File: config.mk
export PLATFORM = sky130hd
export DESIGN_NAME = magnetometer_heading_core
export DESIGN_NICKNAME = d
export VERILOG_FILES = /design/src/mhdg_pkg.sv /design/src/mhdg_front.sv /design/src/mhdg_cordic_stage.sv /design/src/mhdg_finish.sv /design/src/magnetometer_heading_core.sv
export VERILOG_INCLUDE_DIRS = /design/src /design/src/src
export SDC_FILE = /design/constraint.sdc
export NUM_CORES = 2
export LEC_CHECK = 0
export BUFFER_PORTS_ARGS = -buffer_cell sky130_fd_sc_hd__buf_4
export CAP_MARGIN = 5
export CELL_PAD_IN_SITES_DETAIL_PLACEMENT = 0
export CELL_PAD_IN_SITES_GLOBAL_PLACEMENT = 2
export CORE_UTILIZATION = 48
export CTS_BUF_LIST = sky130_fd_sc_hd__clkbuf_4 sky130_fd_sc_hd__clkbuf_8
export CTS_CLUSTER_DIAMETER = 200
export DETAILED_ROUTE_END_ITERATION = 16
export GPL_TIMING_DRIVEN = 0
export HOLD_SLACK_MARGIN = 0.06
export PLACE_DENSITY = 0.95
export RECOVER_POWER = 100
export SLEW_MARGIN = 15
export SYNTH_ARGS = -nofsm -noshare
export SYNTH_HDL_FRONTEND = slang
export SYNTH_HIERARCHICAL = 1
export SYNTH_SLANG_ARGS = --single-unit
File: constraint.sdc
create_clock -name clk -period 54.8 [get_ports clk]
set_input_delay 8.22 -clock clk [delete_from_list [all_inputs] [get_ports clk]]
set_output_delay 8.22 -clock clk [all_outputs]
set_load 0.005 [all_outputs]
File: src/assert_macros.svh
// Assertion macros shared by the heading core RTL.
`ifndef ASSERT_MACROS_SVH
`define ASSERT_MACROS_SVH

// Condition that must hold on every clock edge outside reset.
`define CHECK_ALWAYS(label, cond, msg) \
  label: assert property (@(posedge clk) disable iff (rst) (cond)) else $error(msg);

// Same-cycle implication, checked outside reset.
`define CHECK_IMPLIES(label, ante, cons, msg) \
  label: assert property (@(posedge clk) disable iff (rst) (ante) |-> (cons)) else $error(msg);

`endif

File: src/mhdg_pkg.sv
// Shared constants, types and tables for the magnetometer heading core.
package mhdg_pkg;

  // Field widths fixed by the interface.
  localparam int RAW_W   = 13;
  localparam int OFF_W   = 16;
  localparam int DECL_W  = 15;
  localparam int HEAD_W  = 15;
  localparam int GAIN_W  = 11;
  localparam int GSEL_W  = 3;

  // Datapath width of the corrected axes and the CORDIC vector.
  localparam int XW = 29;
  // Width of the heading sum before wrapping, in 1/64 degree.
  localparam int HW = 18;

  localparam int FULL_TURN = 23040;

  // Defaults of the top-level parameters.
  localparam int CORDIC_STEPS_DEF    = 16;
  localparam int ANGLE_FRAC_BITS_DEF = 6;

  // Arctangent table: atan(2^-i) in degrees, scaled by 2^20.
  localparam int ATAN_LEN  = 24;
  localparam int ATAN_FRAC = 20;
  localparam longint ATAN_DEG20 [ATAN_LEN] = '{
    47185920, 27855475, 14718068, 7471121, 3750058, 1876857, 938658, 469357,
    234682, 117342, 58671, 29335, 14668, 7334, 3667, 1833,
    917, 458, 229, 115, 57, 29, 14, 7
  };

  // Configuration register indexes.
  typedef enum logic [1:0] {
    REG_GAIN_SELECT = 2'd0,
    REG_Y_OFFSET    = 2'd1,
    REG_Z_OFFSET    = 2'd2,
    REG_DECLINATION = 2'd3
  } mhdg_reg_t;

  // Flags that travel with each item through the pipeline.
  typedef struct packed {
    logic ovf;
    logic zero;
  } mhdg_flags_t;

  // Gain in LSB per gauss for each gain index.
  function automatic logic [GAIN_W-1:0] gain_lsb(input logic [GSEL_W-1:0] sel);
    logic [GAIN_W-1:0] g;
    case (sel)
      3'd0:    g = 11'd1370;
      3'd1:    g = 11'd1090;
      3'd2:    g = 11'd820;
      3'd3:    g = 11'd660;
      3'd4:    g = 11'd440;
      3'd5:    g = 11'd390;
      3'd6:    g = 11'd330;
      3'd7:    g = 11'd230;
      default: g = 11'd1090;
    endcase
    return g;
  endfunction

  // Arctangent of step idx in units of 2^-frac degree, rounded half up.
  function automatic longint atan_step(input int idx, input int frac);
    int s;
    s = ATAN_FRAC - frac;
    return (ATAN_DEG20[idx] + (longint'(1) << (s - 1))) >>> s;
  endfunction

endpackage

File: src/mhdg_front.sv
// Input register, hard-iron correction and half-turn pre-rotation stages.
module mhdg_front import mhdg_pkg::*; #(
  parameter int ANGLE_FRAC_BITS = ANGLE_FRAC_BITS_DEF,
  localparam int AW = ANGLE_FRAC_BITS + 11
) (
  input  logic                     clk,
  input  logic                     rst,
  input  logic                     adv,
  input  logic                     in_valid,
  input  logic signed [RAW_W-1:0]  raw_x,
  input  logic signed [RAW_W-1:0]  raw_y,
  input  logic signed [RAW_W-1:0]  raw_z,
  input  logic [GSEL_W-1:0]        gain_select,
  input  logic signed [OFF_W-1:0]  y_offset,
  input  logic signed [OFF_W-1:0]  z_offset,
  output logic                     out_valid,
  output mhdg_flags_t              out_flags,
  output logic signed [XW-1:0]     out_a,
  output logic signed [XW-1:0]     out_b,
  output logic signed [AW-1:0]     out_ang
);

  localparam logic signed [RAW_W-1:0] OVF_CODE = {1'b1, {(RAW_W-1){1'b0}}};
  localparam logic signed [AW-1:0] HALF_TURN = AW'(180 << ANGLE_FRAC_BITS);

  logic                    s0_valid;
  logic signed [RAW_W-1:0] s0_x, s0_y, s0_z;
  logic                    s0_ovf;
  logic signed [XW-1:0]    gain_s;
  logic signed [XW-1:0]    vy_next, vz_next;
  logic                    s1_valid;
  logic                    s1_ovf;
  logic signed [XW-1:0]    s1_y, s1_z;
  logic                    s1_zero;

  // Input register.
  always_ff @(posedge clk) begin
    if (rst) begin
      s0_valid <= 1'b0;
    end else if (adv) begin
      s0_valid <= in_valid;
    end
  end

  always_ff @(posedge clk) begin
    if (adv) begin
      s0_x <= raw_x;
      s0_y <= raw_y;
      s0_z <= raw_z;
    end
  end

  // Overflow test and correction: raw * 4096 - offset * gain.
  always_comb begin
    s0_ovf  = (s0_x == OVF_CODE) || (s0_y == OVF_CODE) || (s0_z == OVF_CODE);
    gain_s  = XW'($signed({1'b0, gain_lsb(gain_select)}));
    vy_next = (XW'(s0_y) <<< 12) - (XW'(y_offset) * gain_s);
    vz_next = (XW'(s0_z) <<< 12) - (XW'(z_offset) * gain_s);
  end

  always_ff @(posedge clk) begin
    if (rst) begin
      s1_valid <= 1'b0;
    end else if (adv) begin
      s1_valid <= s0_valid;
    end
  end

  always_ff @(posedge clk) begin
    if (adv) begin
      s1_ovf <= s0_ovf;
      s1_y   <= vy_next;
      s1_z   <= vz_next;
    end
  end

  // Pre-rotation: a vector in the left half-plane is turned by 180 degrees.
  assign s1_zero = (s1_y == '0) && (s1_z == '0);

  always_ff @(posedge clk) begin
    if (rst) begin
      out_valid <= 1'b0;
    end else if (adv) begin
      out_valid <= s1_valid;
    end
  end

  always_ff @(posedge clk) begin
    if (adv) begin
      out_flags.ovf  <= s1_ovf;
      out_flags.zero <= s1_zero;
      if (s1_y < 0) begin
        out_a   <= -s1_y;
        out_b   <= -s1_z;
        out_ang <= HALF_TURN;
      end else begin
        out_a   <= s1_y;
        out_b   <= s1_z;
        out_ang <= '0;
      end
    end
  end

endmodule

File: src/mhdg_cordic_stage.sv
// One registered vectoring CORDIC iteration.
module mhdg_cordic_stage import mhdg_pkg::*; #(
  parameter int STEP = 0,
  parameter int ANGLE_FRAC_BITS = ANGLE_FRAC_BITS_DEF,
  localparam int AW = ANGLE_FRAC_BITS + 11
) (
  input  logic                 clk,
  input  logic                 rst,
  input  logic                 adv,
  input  logic                 in_valid,
  input  mhdg_flags_t          in_flags,
  input  logic signed [XW-1:0] in_a,
  input  logic signed [XW-1:0] in_b,
  input  logic signed [AW-1:0] in_ang,
  output logic                 out_valid,
  output mhdg_flags_t          out_flags,
  output logic signed [XW-1:0] out_a,
  output logic signed [XW-1:0] out_b,
  output logic signed [AW-1:0] out_ang
);

  localparam logic signed [AW-1:0] ANG_STEP = AW'(atan_step(STEP, ANGLE_FRAC_BITS));

  logic signed [XW-1:0] da, db;
  logic                 b_pos;

  // Floor shifts of the cross terms and the rotation direction.
  always_comb begin
    da    = in_b >>> STEP;
    db    = in_a >>> STEP;
    b_pos = !in_b[XW-1] && (in_b != '0);
  end

  always_ff @(posedge clk) begin
    if (rst) begin
      out_valid <= 1'b0;
    end else if (adv) begin
      out_valid <= in_valid;
    end
  end

  // Rotate towards the positive a axis and track the angle.
  always_ff @(posedge clk) begin
    if (adv) begin
      out_flags <= in_flags;
      if (b_pos) begin
        out_a   <= in_a + da;
        out_b   <= in_b - db;
        out_ang <= in_ang + ANG_STEP;
      end else begin
        out_a   <= in_a - da;
        out_b   <= in_b + db;
        out_ang <= in_ang - ANG_STEP;
      end
    end
  end

endmodule

File: src/mhdg_finish.sv
// Rounding to 1/64 degree, declination add and wrap into one turn.
module mhdg_finish import mhdg_pkg::*; #(
  parameter int ANGLE_FRAC_BITS = ANGLE_FRAC_BITS_DEF,
  localparam int AW = ANGLE_FRAC_BITS + 11
) (
  input  logic                     clk,
  input  logic                     rst,
  input  logic                     adv,
  input  logic                     in_valid,
  input  mhdg_flags_t              in_flags,
  input  logic signed [AW-1:0]     in_ang,
  input  logic signed [DECL_W-1:0] declination,
  output logic                     out_valid,
  output logic                     out_ovf,
  output logic [HEAD_W-1:0]        heading
);

  localparam int D = ANGLE_FRAC_BITS - 6;
  localparam logic signed [HW-1:0] FULL_S = HW'(FULL_TURN);

  logic signed [HW-1:0] ang64;
  logic signed [HW-1:0] sum_next;
  logic signed [HW-1:0] h;
  logic signed [HW-1:0] h_lo, h_wrap;

  // Convert the angle to 1/64 degree, rounding half up.
  generate
    if (D > 0) begin : g_round
      localparam logic signed [AW-1:0] HALF_LSB = AW'(1 << (D - 1));
      assign ang64 = HW'((in_ang + HALF_LSB) >>> D);
    end else if (D < 0) begin : g_widen
      assign ang64 = HW'(in_ang) <<< (-D);
    end else begin : g_same
      assign ang64 = HW'(in_ang);
    end
  endgenerate

  // A zero vector counts as an angle of zero.
  assign sum_next = (in_flags.zero ? '0 : ang64) + HW'(declination);

  always_ff @(posedge clk) begin
    if (rst) begin
      out_valid <= 1'b0;
    end else if (adv) begin
      out_valid <= in_valid;
    end
  end

  always_ff @(posedge clk) begin
    if (adv) begin
      h       <= sum_next;
      out_ovf <= in_flags.ovf;
    end
  end

  // Wrap into 0 .. FULL_TURN-1; the sum lies within two turns either way.
  always_comb begin
    h_lo = h + FULL_S;
    if (h < 0) begin
      h_wrap = (h_lo < 0) ? (h_lo + FULL_S) : h_lo;
    end else if (h >= FULL_S) begin
      h_wrap = h - FULL_S;
    end else begin
      h_wrap = h;
    end
  end

  assign heading = out_ovf ? '0 : h_wrap[HEAD_W-1:0];

endmodule

File: src/magnetometer_heading_core.sv
// Top level of the magnetometer compass heading core.
//
//  Channel   Direction  Signals                         Content
//  s_axis    in         tvalid tready tdata[39:0]       raw_x, raw_y, raw_z
//  m_axis    out        tvalid tready tdata[15:0] tuser heading; overflow
//  cfg       in         valid ready index[1:0] data     register writes
//
// One item is accepted per cycle while s_axis_tready is high; a result passes
// the front stages, one pipeline stage per CORDIC iteration and the finish stage.
// Reset (rst, synchronous) empties the pipeline and loads register defaults.
// A result that arrives while m_axis is held goes into a skid register, so the input
// keeps accepting; s_axis_tready falls only when both output places are full.
// Configuration writes are taken every cycle.
`include "assert_macros.svh"

module magnetometer_heading_core import mhdg_pkg::*; #(
  parameter int CORDIC_STEPS    = CORDIC_STEPS_DEF,
  parameter int ANGLE_FRAC_BITS = ANGLE_FRAC_BITS_DEF
) (
  input  logic        clk,
  input  logic        rst,
  input  logic        s_axis_tvalid,
  output logic        s_axis_tready,
  // raw_x [12:0], raw_y [25:13], raw_z [38:26], zero [39]
  input  logic [39:0] s_axis_tdata,
  output logic        m_axis_tvalid,
  input  logic        m_axis_tready,
  // heading [14:0], zero [15]
  output logic [15:0] m_axis_tdata,
  // overflow [0]
  output logic        m_axis_tuser,
  input  logic        cfg_valid,
  output logic        cfg_ready,
  input  logic [1:0]  cfg_index,
  input  logic [15:0] cfg_data
);

  localparam int AW = ANGLE_FRAC_BITS + 11;
  localparam int N  = CORDIC_STEPS;

  logic [GSEL_W-1:0]        gain_select;
  logic signed [OFF_W-1:0]  y_offset;
  logic signed [OFF_W-1:0]  z_offset;
  logic signed [DECL_W-1:0] declination;

  logic adv;
  logic skid_valid;

  logic                 cv    [0:N];
  mhdg_flags_t          cf    [0:N];
  logic signed [XW-1:0] ca    [0:N];
  logic signed [XW-1:0] cb    [0:N];
  logic signed [AW-1:0] cang  [0:N];

  logic              fin_valid;
  logic              fin_ovf;
  logic [HEAD_W-1:0] fin_heading;

  logic [HEAD_W-1:0] m_heading, skid_heading;
  logic              skid_ovf;

  // Configuration registers.
  assign cfg_ready = 1'b1;

  always_ff @(posedge clk) begin
    if (rst) begin
      gain_select <= GSEL_W'(1);
      y_offset    <= '0;
      z_offset    <= '0;
      declination <= '0;
    end else if (cfg_valid && cfg_ready) begin
      case (mhdg_reg_t'(cfg_index))
        REG_GAIN_SELECT: gain_select <= cfg_data[GSEL_W-1:0];
        REG_Y_OFFSET:    y_offset    <= cfg_data;
        REG_Z_OFFSET:    z_offset    <= cfg_data;
        REG_DECLINATION: declination <= cfg_data[DECL_W-1:0];
        default:         ;
      endcase
    end
  end

  // The whole pipeline advances while the skid register is empty.
  assign adv           = !skid_valid;
  assign s_axis_tready = adv;

  mhdg_front #(
    .ANGLE_FRAC_BITS(ANGLE_FRAC_BITS)
  ) u_front (
    .clk        (clk),
    .rst        (rst),
    .adv        (adv),
    .in_valid   (s_axis_tvalid),
    .raw_x      (s_axis_tdata[12:0]),
    .raw_y      (s_axis_tdata[25:13]),
    .raw_z      (s_axis_tdata[38:26]),
    .gain_select(gain_select),
    .y_offset   (y_offset),
    .z_offset   (z_offset),
    .out_valid  (cv[0]),
    .out_flags  (cf[0]),
    .out_a      (ca[0]),
    .out_b      (cb[0]),
    .out_ang    (cang[0])
  );

  // One pipeline stage per CORDIC iteration.
  for (genvar i = 0; i < N; i++) begin : g_cordic
    mhdg_cordic_stage #(
      .STEP           (i),
      .ANGLE_FRAC_BITS(ANGLE_FRAC_BITS)
    ) u_stage (
      .clk      (clk),
      .rst      (rst),
      .adv      (adv),
      .in_valid (cv[i]),
      .in_flags (cf[i]),
      .in_a     (ca[i]),
      .in_b     (cb[i]),
      .in_ang   (cang[i]),
      .out_valid(cv[i+1]),
      .out_flags(cf[i+1]),
      .out_a    (ca[i+1]),
      .out_b    (cb[i+1]),
      .out_ang  (cang[i+1])
    );
  end

  mhdg_finish #(
    .ANGLE_FRAC_BITS(ANGLE_FRAC_BITS)
  ) u_finish (
    .clk        (clk),
    .rst        (rst),
    .adv        (adv),
    .in_valid   (cv[N]),
    .in_flags   (cf[N]),
    .in_ang     (cang[N]),
    .declination(declination),
    .out_valid  (fin_valid),
    .out_ovf    (fin_ovf),
    .heading    (fin_heading)
  );

  // Output register with a skid register behind it.
  always_ff @(posedge clk) begin
    if (rst) begin
      m_axis_tvalid <= 1'b0;
      skid_valid    <= 1'b0;
    end else if (!m_axis_tvalid || m_axis_tready) begin
      if (skid_valid) begin
        m_axis_tvalid <= 1'b1;
        skid_valid    <= 1'b0;
      end else begin
        m_axis_tvalid <= fin_valid;
      end
    end else if (fin_valid && !skid_valid) begin
      skid_valid <= 1'b1;
    end
  end

  always_ff @(posedge clk) begin
    if (!m_axis_tvalid || m_axis_tready) begin
      if (skid_valid) begin
        m_heading    <= skid_heading;
        m_axis_tuser <= skid_ovf;
      end else begin
        m_heading    <= fin_heading;
        m_axis_tuser <= fin_ovf;
      end
    end else if (fin_valid && !skid_valid) begin
      skid_heading <= fin_heading;
      skid_ovf     <= fin_ovf;
    end
  end

  assign m_axis_tdata = {1'b0, m_heading};

  // The skid register only fills behind a waiting result.
  `CHECK_IMPLIES(a_skid_behind_out, skid_valid, m_axis_tvalid, "skid full with output empty")
  // An overflow result always carries a zero heading.
  `CHECK_IMPLIES(a_ovf_zero, m_axis_tvalid && m_axis_tuser, m_axis_tdata == '0, "heading not zero")
  // Every heading lies within one turn.
  `CHECK_IMPLIES(a_head_range, m_axis_tvalid, m_heading < HEAD_W'(FULL_TURN), "heading too large")
  // The input stalls exactly when the skid register is occupied.
  `CHECK_ALWAYS(a_ready_skid, s_axis_tready == !skid_valid, "ready does not follow skid state")

endmodule
==> reports/qor.txt <==
Post-route cell area -> 118000 µm²
Multi-input gate area -> 67900 µm²
Mapped cell area -> 110000 µm²
Max Freq -> 40.4 MHz
Hold Crit Class -> reg2reg
Height of the chip -> 480 µm
WS Path Type -> reg2reg
Outcome -> finished with violations
Worst-path clk slew -> 0.06 ns
Final HPWL DP -> 237000 µm
Syn Inst Count -> 11200
Clock skew -> 0.0761 ns
GRT Util Overall -> 25.2%
Layout area overhead -> 7.88%
Crit-path max FO -> 113
Tmin final -> 24.74 ns
Startpoint Class -> register
Ratio of cells with drive above 1 in the final layout -> 5.89%
Tightest Pin Transition -> 6.16 ns
CTS tree -> built
Post-cts resize count -> 0
Row count -> 174
Worst Path Arrival -> 25.17 ns
Worst hold slack -> 0.399 ns
DR DRC count -> 0
Detailed Route Iter0 Violations -> 6924
FF/Latch Area -> 36400 µm²
WL/cell -> 20.0 µm
Vias in the first global route -> 83500
Unrepaired setup endpoints after global routing -> false
CP endpoint kind -> register
Num CTS Buffers -> 212
Fin crit share -> 45.1%
Worst Path Required -> 55.23 ns
Die X-Extent -> 480 µm
Setup TNS -> 0 ns
Largest net degree at the start of global routing -> 119
First-pass GRT wire length -> 464000 µm
Routed vias -> 85600
Placer Congestion -> 0.945
Final Hold Fails -> 0
Worst skew pair latency -> 1.04 ns
I/O pins -> 83
Initial antenna violation count -> 9
Port Buffer Count -> 79
Grt total ovfl -> 0
Clock buffer depth -> 3
Max cap viols -> 15
Count of pins over their slew limit -> 1180
Post-CTS Setup Repair Bufs -> 0
CTS Hold Bufs -> 0
Slew headroom -> -311%
Htree depth -> 4
Clock root buffer -> clkbuf_8
Full die area -> 230000 µm²
R2r setup slk -> 30.06 ns
Final setup violation count -> 0
Clk sinks -> 1237
Fill count -> 20600
Avg Cell Area, Syn -> 9.74 µm²
Ys Warns -> 6
Initial Util -> 48.5%
Core Area -> 226000 µm²
Setup slack after layout -> 30.06 ns
1st-pass router iterations -> 8
Vias per inst -> 5.80
Placed cell areas -> 114000 µm²
Failing checks -> capacitance limit, slew limit
Worst slack at placement -> 44.58 ns
Post-Route WL -> 295000 µm
Post-route ant nets -> 0
Nets -> 13100
-- metal layers --
metal / track usage (%) / routed length [µm] / vias to the layer above
met5: 0 / 0 / -
met4: 6.98 / 7650 / 0
met1: 35.0 / 135000 / 41300
li1: - / - / 41500
met3: 3.52 / 17200 / 399
met2: 41.0 / 135000 / 2373
-- path summary, 6_finish.rpt --
kind	startpoint	to	cells past startpoint
worst max register to register	skid_valid	g_cordic[2].u_stage/out_ang[15]	9
worst min-delay path	g_cordic[13].u_stage/out_ang[10]	g_cordic[14].u_stage/out_ang[10]	0
worst min register to register	g_cordic[13].u_stage/out_ang[10]	g_cordic[14].u_stage/out_ang[10]	0
worst max-delay path	skid_valid	g_cordic[2].u_stage/out_ang[15]	9
-- sequential cells by signal, indices dropped and copies added (netlist names), 2 cells and up --
register	flops
u_front/s0_x	13
u_front/out_a	28
y_offset	16
declination	15
u_front/s1_y	28
u_finish/h	18
g_cordic.u_stage/out_ang	272
u_front/s0_y	13
g_cordic.u_stage/out_b	348
u_front/s0_z	13
g_cordic.u_stage/out_flags	32
z_offset	16
u_front/s1_z	28
m_heading	15
u_front/out_b	28
u_front/out_flags	2
skid_heading	15
g_cordic.u_stage/out_valid	16
g_cordic.u_stage/out_a	307
gain_select	3
-- cell usage in the layout (no fill, tap or decap), types with 29 or more instances in the layout --
master and count:
edfxtp_1 1165, ha_1 1081, a21oi_1 911, inv_1 879, xnor2_1 849, nor2_1 658, nand2_1 645, o21ai_0 556
xor2_1 424, fa_1 354, a21o_1 333, clkbuf_1 249, and2_1 249, nor3_1 242, clkbuf_8 217, nand2b_1 191
nand3_1 177, nor2b_1 162, o31ai_1 162, o21bai_1 123, o21a_1 116, clkbuf_4 115, a31oi_1 113, mux2i_1 111
nor4_1 106, nand4_1 91, a211oi_1 90, o211ai_1 77, and3_1 75, dfxtp_1 72, or3_1 68, or4_1 66
o41ai_1 64, buf_4 51, clkinv_1 48, or2_2 42, a21boi_0 40, conb_1 37, clkinv_2 37, o31a_1 29
-- final cells by class --
cell class	count	area share, %
Antenna cell	2	0.00424
Buffer	312	1.19
Clock buffer	274	2.89
Clock inverter	126	1.04
Inverter	897	2.86
Multi-Input combinational cell	8817	57.5
Sequential cell	1237	30.8
Tap cell	2992	3.17
Timing Repair Buffer	92	0.540
-- per-stage QoR --
step	std cells	util [%]
2_1_floorplan	11300	-
3_3_place_gp	14300	50.5
3_5_place_dp	14300	50.6
4_1_cts	14700	52.7
5_1_grt	14700	52.3
6_report	14700	52.3
-- worst max-delay path, stage by stage, from the launching register on --
cell and delay (ns):
dfxtp_1 0.29, clkbuf_1 0.26, clkbuf_1 0.36, clkinvlp_2 1.33, clkbuf_1 3.14, clkbuf_1 3.82
clkbuf_1 4.12, clkbuf_1 2.58, clkbuf_1 3.91, clkbuf_1 3.84
Power is not shown: default switching activity piles up to over one toggle a cycle in this logic, so the estimate is an artifact.
